==> config.mk <==
export PLATFORM = sky130hd
export DESIGN_NAME = scancode_set1_to_ascii
export DESIGN_NICKNAME = d
export VERILOG_FILES = /design/src/hw/rtl/scs1_pkg.sv /design/src/hw/rtl/scs1_xlate.sv /design/src/hw/rtl/scancode_set1_to_ascii.sv
export SDC_FILE = /design/constraint.sdc
export NUM_CORES = 1
export LEC_CHECK = 0
export BUFFER_PORTS_ARGS = -buffer_cell sky130_fd_sc_hd__buf_2
export CORE_UTILIZATION = 55
export CTS_CLUSTER_DIAMETER = 100
export CTS_CLUSTER_SIZE = 30
export DETAILED_ROUTE_END_ITERATION = 12
export HOLD_SLACK_MARGIN = 0.05
export PLACE_DENSITY_LB_ADDON = 0.3
export SLEW_MARGIN = 10
export SYNTH_ARGS = -nofsm -noshare
export SYNTH_HDL_FRONTEND = slang
export SYNTH_SLANG_ARGS = --single-unit
==> constraint.sdc <==
create_clock -name clk -period 6.2 [get_ports clk]
set_input_delay 0 -clock clk [delete_from_list [all_inputs] [get_ports clk]]
set_output_delay 0 -clock clk [all_outputs]
set_load 0.005 [all_outputs]
==> src/hw/rtl/scs1_pkg.sv <==
`default_nettype none

package scs1_pkg;

  // Held modifiers and lock toggles
  typedef struct packed {
    logic scroll;
    logic num;
    logic caps;
    logic shift;
    logic ctrl;
    logic alt;
  } scs1_mods_t;

  typedef struct packed {
    logic       reboot_request;
    logic [2:0] led_bits;       // bit0 scroll, bit1 num, bit2 caps
    logic       led_update;
    logic [7:0] char_code;
    logic       char_valid;
  } scs1_result_t;

  localparam int unsigned ResultW = $bits(scs1_result_t);
  localparam int unsigned TdataW  = ((ResultW + 7) / 8) * 8;

  // Make codes (bit 7 stripped)
  localparam logic [6:0] SC_CTRL   = 7'h1D;
  localparam logic [6:0] SC_LSHIFT = 7'h2A;
  localparam logic [6:0] SC_RSHIFT = 7'h36;
  localparam logic [6:0] SC_ALT    = 7'h38;
  localparam logic [6:0] SC_CAPS   = 7'h3A;
  localparam logic [6:0] SC_NUM    = 7'h45;
  localparam logic [6:0] SC_SCRL   = 7'h46;
  localparam logic [6:0] SC_DEL    = 7'h53;
  localparam logic [6:0] MAP_LEN   = 7'h59;

  localparam logic [7:0] CHR_LC_A  = 8'h61;
  localparam logic [7:0] CHR_LC_Z  = 8'h7A;
  localparam logic [7:0] CASE_GAP  = 8'h20;
  localparam logic [7:0] CTRL_BIAS = 8'h60;

  // Unshifted map; codes at or above MAP_LEN give 0
  function automatic logic [7:0] plain_char(input logic [6:0] key);
    logic [7:0] c;
    case (key)
      7'h01: c = 8'h1B;
      7'h02: c = 8'h31;
      7'h03: c = 8'h32;
      7'h04: c = 8'h33;
      7'h05: c = 8'h34;
      7'h06: c = 8'h35;
      7'h07: c = 8'h36;
      7'h08: c = 8'h37;
      7'h09: c = 8'h38;
      7'h0A: c = 8'h39;
      7'h0B: c = 8'h30;
      7'h0C: c = 8'h2D;
      7'h0D: c = 8'h3D;
      7'h0E: c = 8'h08;
      7'h0F: c = 8'h09;
      7'h10: c = 8'h71;
      7'h11: c = 8'h77;
      7'h12: c = 8'h65;
      7'h13: c = 8'h72;
      7'h14: c = 8'h74;
      7'h15: c = 8'h79;
      7'h16: c = 8'h75;
      7'h17: c = 8'h69;
      7'h18: c = 8'h6F;
      7'h19: c = 8'h70;
      7'h1A: c = 8'h5B;
      7'h1B: c = 8'h5D;
      7'h1C: c = 8'h0A;
      7'h1E: c = 8'h61;
      7'h1F: c = 8'h73;
      7'h20: c = 8'h64;
      7'h21: c = 8'h66;
      7'h22: c = 8'h67;
      7'h23: c = 8'h68;
      7'h24: c = 8'h6A;
      7'h25: c = 8'h6B;
      7'h26: c = 8'h6C;
      7'h27: c = 8'h3B;
      7'h28: c = 8'h27;
      7'h29: c = 8'h60;
      7'h2B: c = 8'h5C;
      7'h2C: c = 8'h7A;
      7'h2D: c = 8'h78;
      7'h2E: c = 8'h63;
      7'h2F: c = 8'h76;
      7'h30: c = 8'h62;
      7'h31: c = 8'h6E;
      7'h32: c = 8'h6D;
      7'h33: c = 8'h2C;
      7'h34: c = 8'h2E;
      7'h35: c = 8'h2F;
      7'h39: c = 8'h20;
      7'h3B: c = 8'h80;
      7'h3C: c = 8'h81;
      7'h3D: c = 8'h82;
      7'h3E: c = 8'h83;
      7'h3F: c = 8'h84;
      7'h40: c = 8'h85;
      7'h41: c = 8'h86;
      7'h42: c = 8'h87;
      7'h43: c = 8'h88;
      7'h44: c = 8'h89;
      7'h47: c = 8'h8C;
      7'h48: c = 8'h8D;
      7'h49: c = 8'h8E;
      7'h4A: c = 8'h2D;
      7'h4B: c = 8'h8F;
      7'h4C: c = 8'h35;
      7'h4D: c = 8'h90;
      7'h4E: c = 8'h2B;
      7'h4F: c = 8'h91;
      7'h50: c = 8'h92;
      7'h51: c = 8'h93;
      7'h52: c = 8'h94;
      7'h53: c = 8'h95;
      7'h57: c = 8'h8A;
      7'h58: c = 8'h8B;
      default: c = 8'h00;
    endcase
    return c;
  endfunction

  // Shifted map: letters upper-cased, digit and punctuation keys swapped, rest as plain
  function automatic logic [7:0] shift_char(input logic [6:0] key);
    logic [7:0] p;
    logic [7:0] c;
    p = plain_char(key);
    case (key)
      7'h02: c = 8'h21;
      7'h03: c = 8'h40;
      7'h04: c = 8'h23;
      7'h05: c = 8'h24;
      7'h06: c = 8'h25;
      7'h07: c = 8'h5E;
      7'h08: c = 8'h26;
      7'h09: c = 8'h2A;
      7'h0A: c = 8'h28;
      7'h0B: c = 8'h29;
      7'h0C: c = 8'h5F;
      7'h0D: c = 8'h2B;
      7'h1A: c = 8'h7B;
      7'h1B: c = 8'h7D;
      7'h27: c = 8'h3A;
      7'h28: c = 8'h22;
      7'h29: c = 8'h7E;
      7'h2B: c = 8'h7C;
      7'h33: c = 8'h3C;
      7'h34: c = 8'h3E;
      7'h35: c = 8'h3F;
      default: begin
        if (p >= CHR_LC_A && p <= CHR_LC_Z) c = p - CASE_GAP;
        else c = p;
      end
    endcase
    return c;
  endfunction

endpackage

`default_nettype wire

==> src/hw/rtl/scs1_xlate.sv <==
`default_nettype none

// Decode of one scancode against the current modifiers
module scs1_xlate
  import scs1_pkg::*;
(
  input  wire logic [7:0]   scancode,
  input  wire scs1_mods_t   mods,
  output scs1_mods_t        mods_next,
  output scs1_result_t      result
);

  logic [6:0] key;
  logic       brk;
  logic [7:0] plain;
  logic [7:0] code;

  assign key   = scancode[6:0];
  assign brk   = scancode[7];
  assign plain = plain_char(key);

  always_comb begin
    if (mods.ctrl) begin
      if (plain >= CHR_LC_A && plain <= CHR_LC_Z) code = plain - CTRL_BIAS;
      else code = 8'h00;
    end else if (mods.shift || mods.caps) begin
      code = shift_char(key);
    end else if (mods.alt) begin
      code = 8'h00;
    end else begin
      code = plain;
    end
  end

  always_comb begin
    mods_next             = mods;
    result.char_valid     = 1'b0;
    result.char_code      = 8'h00;
    result.led_update     = 1'b0;
    result.reboot_request = 1'b0;
    if (brk) begin
      if (key == SC_ALT) mods_next.alt = 1'b0;
      else if (key == SC_CTRL) mods_next.ctrl = 1'b0;
      else if (key inside {SC_LSHIFT, SC_RSHIFT}) mods_next.shift = 1'b0;
    end else if (key == SC_ALT) begin
      mods_next.alt = 1'b1;
    end else if (key == SC_CTRL) begin
      mods_next.ctrl = 1'b1;
    end else if (key inside {SC_LSHIFT, SC_RSHIFT}) begin
      mods_next.shift = 1'b1;
    end else if (key == SC_SCRL) begin
      mods_next.scroll  = ~mods.scroll;
      result.led_update = 1'b1;
    end else if (key == SC_NUM) begin
      mods_next.num     = ~mods.num;
      result.led_update = 1'b1;
    end else if (key == SC_CAPS) begin
      mods_next.caps    = ~mods.caps;
      result.led_update = 1'b1;
    end else if (mods.ctrl && mods.alt && key == SC_DEL) begin
      result.reboot_request = 1'b1;
    end else if (key < MAP_LEN) begin
      result.char_valid = 1'b1;
      result.char_code  = code;
    end
    // LED word always tracks the lock state after this item
    result.led_bits = {mods_next.caps, mods_next.num, mods_next.scroll};
  end

endmodule

`default_nettype wire

==> src/hw/rtl/scancode_set1_to_ascii.sv <==
`default_nettype none

// PC set-1 scancode translator. Each item on the slave side is one raw
// keyboard byte (bit 7 set for a key release); each byte gives exactly one
// result item on the master side. Alt, Ctrl and Shift are held while made,
// Caps, Num and Scroll Lock toggle on make and raise led_update with the new
// LED word (scroll=1, num=2, caps=4) to follow command 0xED. Ctrl+Alt+Del
// raises reboot_request instead of a character. Without Ctrl or Alt, special
// keys come out as 0x80-0x8B (F1-F12) and 0x8C-0x95 (Home, Up, PgUp, Left,
// Right, End, Down, PgDn, Ins, Del). One item is taken every cycle; a result
// passes from the input register through one table lookup and modifier
// update into the result register. The block stalls only when both
// registers hold items and m_tready is low. Modifiers reset to all clear.
module scancode_set1_to_ascii
  import scs1_pkg::*;
(
  input  wire logic              clk,
  input  wire logic              rst,
  input  wire logic              s_tvalid,
  output      logic              s_tready,
  input  wire logic [7:0]        s_tdata,   // [7:0] scancode
  output      logic              m_tvalid,
  input  wire logic              m_tready,
  output      logic [TdataW-1:0] m_tdata    // [0] char_valid, [8:1] char_code,
                                            // [9] led_update, [12:10] led_bits,
                                            // [13] reboot_request, rest zero
);

  logic         in_valid;
  logic [7:0]   in_code;
  logic         out_valid;
  scs1_result_t out_data;
  scs1_mods_t   mods;
  scs1_mods_t   mods_next;
  scs1_result_t result;
  logic         advance;

  // Item moves from input register to result register
  assign advance  = in_valid && (!out_valid || m_tready);
  assign s_tready = !in_valid || advance;

  always_ff @(posedge clk) begin
    if (rst) begin
      in_valid <= 1'b0;
    end else if (s_tready) begin
      in_valid <= s_tvalid;
    end
  end

  always_ff @(posedge clk) begin
    if (s_tvalid && s_tready) begin
      in_code <= s_tdata;
    end
  end

  scs1_xlate u_xlate (
    .scancode  (in_code),
    .mods      (mods),
    .mods_next (mods_next),
    .result    (result)
  );

  // Modifier state commits as the item leaves the input register
  always_ff @(posedge clk) begin
    if (rst) begin
      mods <= '0;
    end else if (advance) begin
      mods <= mods_next;
    end
  end

  always_ff @(posedge clk) begin
    if (rst) begin
      out_valid <= 1'b0;
    end else if (advance) begin
      out_valid <= 1'b1;
    end else if (m_tready) begin
      out_valid <= 1'b0;
    end
  end

  always_ff @(posedge clk) begin
    if (advance) begin
      out_data <= result;
    end
  end

  assign m_tvalid = out_valid;
  assign m_tdata  = {{(TdataW - ResultW){1'b0}}, out_data};

endmodule

`default_nettype wire

==> results of run 1 <==
==> where the power goes <==
part	internal, W	switching [W]
registers	0.000287	0.0000301
clock network	0.0000999	0.0000863
logic	0.0000939	0.000150
==> worst paths after layout <==
kind | from | to | slack, ps | cells after the start
worst max-delay path | in_code[1]$_DFFE_PN_ | u_xlate.plain[3]$_DFF_P_ | 2670 | 10
worst min-delay path | s_tvalid | in_valid$_SDFFE_PP0N_ | 80 | 3
worst max register to register | in_code[1]$_DFFE_PN_ | u_xlate.plain[3]$_DFF_P_ | 2670 | 10
worst min register to register | mods[2]$_SDFFE_PP0P_ | mods[2]$_SDFFE_PP0P_ | 510 | 2
==> worst register-to-register path, stage by stage, from the launching register on <==
cell and delay (ps):
edfxtp_1 690, inv_1 330, a21oi_1 90, a21oi_2 520, inv_1 280, ha_1 610
nand3_1 200, o21ai_0 120, a21oi_1 90, or3_1 300, a31o_1 200
==> registers in the layout, indices dropped and copies added, names as in the netlist <==
name,flops
in_valid,1
mods,6
u_xlate.plain,8
m_tdata,14
in_code,8
m_tvalid,1
==> synthesized netlist by cell type (6+ instances only) <==
cell type	count
o22ai_1	6
nand2b_1	8
nor2_1	45
a21o_1	6
o31ai_1	8
nand2_1	41
nand3_1	12
buf_2	11
nor3_1	10
a21oi_1	46
a211oi_1	8
ha_1	15
edfxtp_1	22
clkbuf_1	12
inv_1	19
dfxtp_1	16
o21ai_0	16
mux2i_1	8
a221oi_1	13
a31oi_1	6
xnor2_1	7
nor4_1	6
buf_6	6
nor2b_1	10
o211ai_1	7
==> logic make-up (layout without fill, tap and decap cells) <==
logic type      count (synthesis)  count (layout)  synth area share, %
compound gates                175             175                 33.5
xor+xnor                       10              10                 2.29
fa+ha+maj                      15              15                 4.91
buf+inv                        61              69                 8.16
flops                          38              38                 25.7
mux                             9               9                 2.49
other cells                     1               2               0.0982
simple gates                  166             166                 22.9
==> final cells by class <==
| cell class | instances | area (um2) | share of cell area [%] |
|---|---|---|---|
| clock buffers | 7 | 96.3 | 2.38 |
| multi-input cells | 377 | 2530 | 62.5 |
| well taps | 80 | 100 | 2.47 |
| flip-flops and latches | 38 | 981 | 24.2 |
| repair buffers | 38 | 243 | 6.00 |
| clock inverters | 1 | 3.75 | 0.0927 |
| inverters | 23 | 93.8 | 2.32 |
==> cell usage in the layout (no fill, tap or decap), types with 10 or more instances in the layout <==
cell           instances
nor3_1                10
dfxtp_1               16
o21ai_0               16
buf_2                 27
a221oi_1              13
nor2b_1               10
nand2_1               41
dlygate4sd3_1         10
edfxtp_1              22
nand3_1               12
nor2_1                45
ha_1                  15
a21oi_1               46
inv_1                 19
==> routing by layer <==
metal	up-vias	part of all wire [%]	GRT usage, %
li1	1821	-	-
met1	1809	41	41.5
met2	267	46	48.4
met3	45	9.3	4.09
met4	0	3.7	14.5
met5	-	0	0
==> stage by stage <==
step	util [%]	instance area, um2	total power [W]	hold WS, ps
after global placement	57.0	3850	0.000550	180
after detailed placement	57.0	3850	0.000552	188
after CTS	59.9	4050	0.000743	65.7
after floorplan	-	3820	0.000497	98.9
final	59.9	4050	0.000747	77.9
after global routing	59.9	4050	0.000785	90.6
==> what timing repair did <==
action,CTS,global route
endpoints found under the hold margin,16,0
resized for setup,0,0
hold buffers,10,0
==> impl_metrics.csv, run 1 <==
group,metric,value,unit
floorplan,die_w,85.3,um
global_route,antenna_found_initial,0,
place,dp_hpwl,7680,um
route,wl_per_cell,19.4,um
sta,setup-violations-final,0,
clocking,clock_sinks,38,
critical_path,start_kind,"flop",
clocking,clkTransAtPathRegs,80,ps
global_route,grt_pass1_vias,3549,
final_layout,area_growth,5.99,%
sta,slew_headroom,33.1,%
power,vdd_drop_max,0.105,mV
final_layout,drive_gt1_share,12.4,%
critical_path,critical_path.cell_chain,"inv_1, a21oi_1, a21oi_2, inv_1, ha_1, nand3_1, o21ai_0, a21oi_1, or3_1, a31o_1",
critical_path,crit_required,6380,ps
floorplan,die_h,85.3,um
sta,finalMaxSlewViolations,0,
critical_path,crit_buf_inv,2,
yosys,syn_area,3820,um2
global_route,overflow,0,
yosys,syn_avg_cell_area,8.04,um2
run,drv_cap,0,
route,drtIter0Drc,464,
power,p_leak,1.54,nW
place,port_buffers,27,
floorplan,pin_count,30,
power,powerDensity,185,nW/um2
place,dpl.cell_count,546,
sta,setup_ws,2670,ps
route,drtAntennaViolNets,0,
critical_path,cpLargestDelayFamily,"compound AO/OA/AOI/OAI gates",
critical_path,cp.arrival,3710,ps
yosys,synthDistinctLibCells,83,
clocking,cts.path.max_buffers,2,
yosys,synth_area_leader_cell,"edfxtp_1",
final_layout,nets,510,
global_route,grt_usage,30.6,%
place,gp_congestion,0.939,
clocking,insertion_delay,290,ps
critical_path,slowest_delay,690,ps
clocking,post_cts_buffers,0,
final_layout,stdcell_count,564,
sta,finalCritPeriodShare,56.9,%
clocking,cts_tree,"yes",
critical_path,cp_max_fo,22,
floorplan,start_util,56.5,%
sta,worst_pin_slew,1000,ps
yosys,ys_seq_area_share,25.7,%
sta,fmax,283,MHz
yosys,ys_warn_count,0,
clocking,numCtsBuffers,5,
route,drc,0,
yosys,postSynth.asyncResetShare,0,%
floorplan,design.die.area,7280,um2
sta,clock_skew,7.13,ps
critical_path,critical-path-slowest-cell,"edfxtp_1",
sta,hold_viol,0,
global_route,grt_start_max_net_pins,34,
final_layout,fill_cells,641,
critical_path,end_kind,"flop",
clocking,cts-root-buf,"clkbuf_8",
route,first_pass_iters,5,
global_route,grt_pass1_wl,17800,um
critical_path,criticalPathCategory,"reg2reg",
min_path,min_path_type,"in2reg",
clocking,cts_max_level,2,
floorplan,rows,30,
yosys,synth_seq_cells,38,
sta,tns,0,ps
place,place_ws,2810,ps
yosys,synth_top_area_share,17.3,%
route,via_per_inst,6.99,
route,num_vias,3942,
yosys,synth_area_leaders,"edfxtp_1 17%, dfxtp_1 8.4%, a21oi_1 6.0%, ha_1 4.9%, nor2_1 4.4%",
yosys,syn_inst,475,
status,status,"finished, final reports clean",
route,drt_wl_total,10900,um
yosys,synth-edff-count,22,
sta,rsz0062_at_grt,"no",
floorplan,core-area,6760,um2
final_layout,n_antenna_cell,0,
sta,fin_crit,3530,ps
yosys,yosys_most_used_dff,"edfxtp_1",
Note: power is estimated with default switching activity, not from simulation.
==> run 2: changes to the inputs <==
==> constraint.sdc (replaced) <==
create_clock -name clk -period 3.6 [get_ports clk]
set_input_delay 0 -clock clk [delete_from_list [all_inputs] [get_ports clk]]
set_output_delay 0 -clock clk [all_outputs]
set_load 0.005 [all_outputs]
==> run 2 against run 1 <==
Compared with the run above:
- first-iteration DRC count decreased by 5.6%
- cell area increased by 1.9%
- global-route usage decreased by 0.96 points
- count of clock-buffer cells in the layout unchanged
- sequential share of layout area decreased by 0.45 points
- critical path depth increased by 3
- sequential power increased by 68%
- flip-flop and latch count unchanged
- wire length decreased by 2.6%
- critical path type is now in2reg
- critical endpoint unchanged
- largest cell class unchanged
- largest power group unchanged
- highest routed layer unchanged
==> impl_metrics.csv, run 2 (same netlist as run 1, synthesis figures left out) <==
group,metric,value,unit
status,status,"finished, final reports clean",
clocking,cts_tree,"yes",
final_layout,final_util,61.1,%
critical_path,crit_required,3780,ps
route,drt_wl_total,10700,um
clocking,cts.path.max_buffers,2,
global_route,antenna_found_initial,0,
final_layout,final_common_cell,"a21oi_1",
route,drtAntennaViolNets,0,
sta,worst_pin_slew,806,ps
critical_path,crit_buf_inv,4,
sta,rsz0062_at_grt,"no",
global_route,overflow,0,
critical_path,r2r_start,"m_tvalid$_SDFFE_PP0P_",
final_layout,largest_reg_flops,14,
clocking,cts-root-buf,"clkbuf_8",
final_layout,drive_gt1_share,14.1,%
sta,clock_skew,13.4,ps
critical_path,critical-path-slowest-cell,"ha_1",
critical_path,start_kind,"input pin",
sta,setup-violations-final,0,
final_layout,nets,521,
floorplan,design.die.area,7280,um2
final_layout,n_antenna_cell,0,
final_layout,layout_common_cells,"46 x a21oi_1, 45 x nor2_1, 41 x nand2_1",
route,wl_per_cell,18.5,um
final_layout,area_growth,7.99,%
floorplan,pin_count,30,
final_layout,final_area,4130,um2
place,gp_congestion,1.04,
critical_path,cpLargestDelayFamily,"simple AND/OR/NAND/NOR gates",
min_path,hold_start,"s_tvalid",
place,port_buffers,27,
global_route,grt_usage,29.7,%
route,via_per_inst,6.93,
clocking,clock_sinks,38,
route,num_vias,3982,
sta,finalCritPeriodShare,81.6,%
sta,finalMaxSlewViolations,0,
critical_path,slowest_delay,560,ps
clocking,cts_max_level,2,
sta,fmax,340,MHz
critical_path,critical_path.cell_chain,"dlygate4sd3_1, buf_2, nand3b_4, nand2_4, inv_4, a21oi_2, inv_1, ha_1, nand3_1, o21ai_0, a21oi_1, or3_1, a31o_1",
floorplan,die_h,85.3,um
floorplan,die_w,85.3,um
critical_path,end_kind,"flop",
floorplan,start_util,56.5,%
sta,hold_viol,0,
place,dp_hpwl,7580,um
clocking,insertion_delay,290,ps
min_path,min_path_type,"in2reg",
critical_path,cp_max_fo,26,
power,p_leak,1.59,nW
clocking,clkTransAtPathRegs,80,ps
global_route,grt_pass1_vias,3502,
sta,tns,0,ps
critical_path,criticalPathCategory,"in2reg",
global_route,grt_pass1_wl,17400,um
route,first_pass_iters,5,
sta,slew_headroom,46.3,%
place,placed_area,3920,um2
sta,fin_crit,2940,ps
floorplan,core-area,6760,um2
floorplan,rows,30,
run,drv_cap,0,
clocking,numCtsBuffers,5,
power,vdd_drop_max,0.189,mV
global_route,grt_start_max_net_pins,32,
route,drtIter0Drc,438,
critical_path,cp.arrival,3120,ps
route,drc,0,
power,powerDensity,309,nW/um2
critical_path,startpoint,"m_tready",
clocking,cts_resized,0,
## run 2: cell types whose count changed in the layout (fill, tap and decap cells not counted), sizes merged
cell         delta
buf            +10
dlygate4sd3     +1
## run 2: area by class of cell
class / instances / area (um2)
fillers: 619 / 2630
multi-input cells: 377 / 2530
flip-flops and latches: 38 / 981
repair buffers: 49 / 328
well taps: 80 / 100
inverters: 23 / 93.8
clock buffers: 7 / 86.3
clock inverters: 1 / 5.00
## run 2: per-stage QoR
step	hold WS [ps]	cells	setup slack [ps]	power [W]
finish	407	575	662	0.00127
global route	427	575	508	0.00134
CTS	382	575	743	0.00127
detailed placement	185	556	778	0.000958
global placement	181	556	870	0.000956
floorplan	98.9	476	896	0.000855
## run 2: report_power, final
| group | internal (W) | total, W | switching, W |
|---|---|---|---|
| clock | 0.000154 | 0.000300 | 0.000145 |
| sequential | 0.000494 | 0.000531 | 0.0000368 |
| combinational | 0.000171 | 0.000442 | 0.000271 |
| total | 0.000820 | 0.00127 | 0.000454 |
## run 2: path summary, 6_finish.rpt
path,to,slack (ps),cells after the start
min,in_code[0]$_DFFE_PN_,410,3
max reg2reg,u_xlate.plain[3]$_DFF_P_,670,11
min reg2reg,mods[2]$_SDFFE_PP0P_,530,2
max,u_xlate.plain[3]$_DFF_P_,660,13
## run 2: worst min-delay path, delay by kind of cell
family | cells | cell delay [ps]
buffers and inverters | 2 | 330
and+or+nand+nor | 1 | 170
## run 2: routing by layer
metal	global-route usage, %	wire [um]
met2	48.8	4910
met3	3.02	981
met4	13.8	412
met1	39.4	4360
met5	0	0
## run 2: timing repair
action	CTS	global route
hold buffers	11	0
setup buffers	0	0
hold endpoints to repair	16	0
==> run 3: changes to the inputs <==
==> constraint.sdc (replaced) <==
create_clock -name clk -period 3.05 [get_ports clk]
set_input_delay 0 -clock clk [delete_from_list [all_inputs] [get_ports clk]]
set_output_delay 0 -clock clk [all_outputs]
set_load 0.005 [all_outputs]
==> run 3 against run 2 <==
Compared with the run above:
- largest power group unchanged
- core utilization is essentially flat
- clock power grew 9.7%
- highest routed layer unchanged
- sequential share of layout area is essentially flat
- cell area is essentially flat
- wire length grew 1.1%
==> impl_metrics.csv, run 3 (same netlist as run 1, synthesis figures left out) <==
group,metric,value,unit
status,status,"finished, final reports clean",
critical_path,cp_max_fo,26,
sta,tns,0,ps
critical_path,critical_path.cell_chain,"dlygate4sd3_1, buf_2, nand3b_4, nand2_4, inv_4, a21o_4, inv_4, ha_1, nor3_1, a2111oi_1, o22ai_1, a31o_1, a32oi_1",
global_route,overflow,0,
clocking,clkTransAtPathRegs,70,ps
global_route,grt_pass1_wl,17600,um
route,wl_per_cell,18.7,um
min_path,min_path_type,"in2reg",
clocking,cts.path.max_buffers,2,
power,vdd_drop_max,0.240,mV
critical_path,slowest_delay,540,ps
clocking,cts_tree,"yes",
clocking,cts_max_level,2,
critical_path,start_kind,"input pin",
sta,hold_viol,0,
sta,clock_skew,6.37,ps
floorplan,rows,30,
global_route,grt_usage,30.2,%
floorplan,start_util,56.5,%
min_path,hold_start,"s_tvalid",
power,powerDensity,359,nW/um2
critical_path,crit_required,3250,ps
critical_path,r2r_start,"in_valid$_SDFFE_PP0N_",
floorplan,design.die.area,7280,um2
clocking,clock_sinks,38,
final_layout,drive_gt1_share,14.5,%
route,first_pass_iters,6,
min_path,min_to,"in_valid$_SDFFE_PP0N_",
route,drtIter0Drc,600,
sta,slew_headroom,48.5,%
route,drc,0,
clocking,numCtsBuffers,5,
run,drv_cap,0,
critical_path,regToRegSetupSlack,170,ps
global_route,antenna_found_initial,0,
global_route,grt_start_max_net_pins,32,
sta,finalMaxSlewViolations,0,
critical_path,cpMostUsedCell,"inv_4",
place,dp_hpwl,7700,um
critical_path,end_kind,"flop",
final_layout,register_area,981,um2
critical_path,cp.arrival,3100,ps
route,num_vias,3952,
sta,finalCritPeriodShare,94.9,%
final_layout,largest_reg_flops,14,
final_layout,nets,523,
critical_path,critical-path-slowest-cell,"dlygate4sd3_1",
sta,setup-violations-final,0,
min_path,whs_path_depth,3,
power,p_leak,1.59,nW
final_layout,area_growth,8.02,%
route,drt_wl_total,10800,um
critical_path,criticalPathCategory,"in2reg",
sta,worst_pin_slew,772,ps
floorplan,die_w,85.3,um
floorplan,pin_count,30,
route,drtAntennaViolNets,0,
clocking,cts-root-buf,"clkbuf_8",
clocking,insertion_delay,290,ps
final_layout,fill_cells,605,
final_layout,layout_common_cells,"46 x a21oi_1, 45 x nor2_1, 41 x nand2_1",
final_layout,n_antenna_cell,0,
floorplan,core-area,6760,um2
route,via_per_inst,6.86,
final_layout,multi_input_comb_area,2530,um2
sta,fin_crit,2900,ps
sta,rsz0062_at_grt,"no",
place,port_buffers,27,
final_layout,final_common_cell,"a21oi_1",
sta,holdWs,57.7,ps
critical_path,r2r_end,"u_xlate.plain[0]$_DFF_P_",
place,gp_congestion,0.961,
global_route,grt_pass1_vias,3443,
sta,fmax,345,MHz
critical_path,reg2reg_depth,11,
floorplan,die_h,85.3,um
run 3: changes by cell type in the layout (fill, tap and decap cells not counted), sizes merged:
| cell | before | now |
|---|---|---|
| dlygate4sd3 | 11 | 10 |
| buf | 38 | 41 |
| clkbuf | 7 | 6 |
run 3: timing repair:
action	4_1_cts	5_1_grt
hold buffers	10	0
resized for setup	0	2
buffers inserted	0	0
endpoints found under the hold margin	16	0
endpoints found under the setup margin	0	2
run 3: area by class of cell:
class                      instances  share of cell area [%]
sequential                        38                    23.8
clock inverter                     1                  0.0910
tap                               80                    2.43
timing repair buffer              51                    8.25
clock buffer                       6                    1.76
inverter                          23                    2.27
multi-input combinational        377                    61.4
run 3: stage by stage:
step	setup slack (ps)	total power, W	utilization (%)	cell area (um2)	instances
floorplan	346	0.00101	-	3820	476
global placement	195	0.00113	58.4	3950	559
detailed placement	196	0.00114	58.4	3950	559
CTS	148	0.00147	61.0	4120	576
global route	42.6	0.00155	61.1	4130	576
finish	155	0.00148	61.1	4130	576
run 3: critical path: cells and delay by family:
family          cells  cell delay, ps
simple gates        3             560
compound gates      5            1250
fa+ha+maj           1             330
buf+inv             4             960
run 3: metal layers:
| metal | vias to the layer above | wire length [um] | GRT usage, % |
|---|---|---|---|
| met1 | 1799 | 4540 | 43.1 |
| met3 | 40 | 967 | 3.11 |
| met5 | - | 0 | 0 |
| met4 | 0 | 316 | 10.8 |
| li1 | 1847 | - | - |
| met2 | 266 | 4960 | 47.7 |
run 3: worst max-delay path by stage:
stage                               start                        to  slack, ps  depth (start not counted)
floorplan           m_tvalid$_SDFFE_PP0P_  u_xlate.plain[1]$_DFF_P_        350                         12
global placement    in_valid$_SDFFE_PP0N_  u_xlate.plain[0]$_DFF_P_        200                         11
detailed placement  in_valid$_SDFFE_PP0N_  u_xlate.plain[0]$_DFF_P_        200                         11
CTS                              m_tready  u_xlate.plain[0]$_DFF_P_        150                         13
global route        in_valid$_SDFFE_PP0N_  u_xlate.plain[0]$_DFF_P_         40                         11
finish                           m_tready  u_xlate.plain[0]$_DFF_P_        150                         13
run 3: power breakdown:
group / leakage (nW) / internal, W / switching (W)
logic: 1.21 / 0.000206 / 0.000327
registers: 0.339 / 0.000583 / 0.0000375
clock network: 0.0387 / 0.000154 / 0.000174
total: 1.59 / 0.000943 / 0.000539
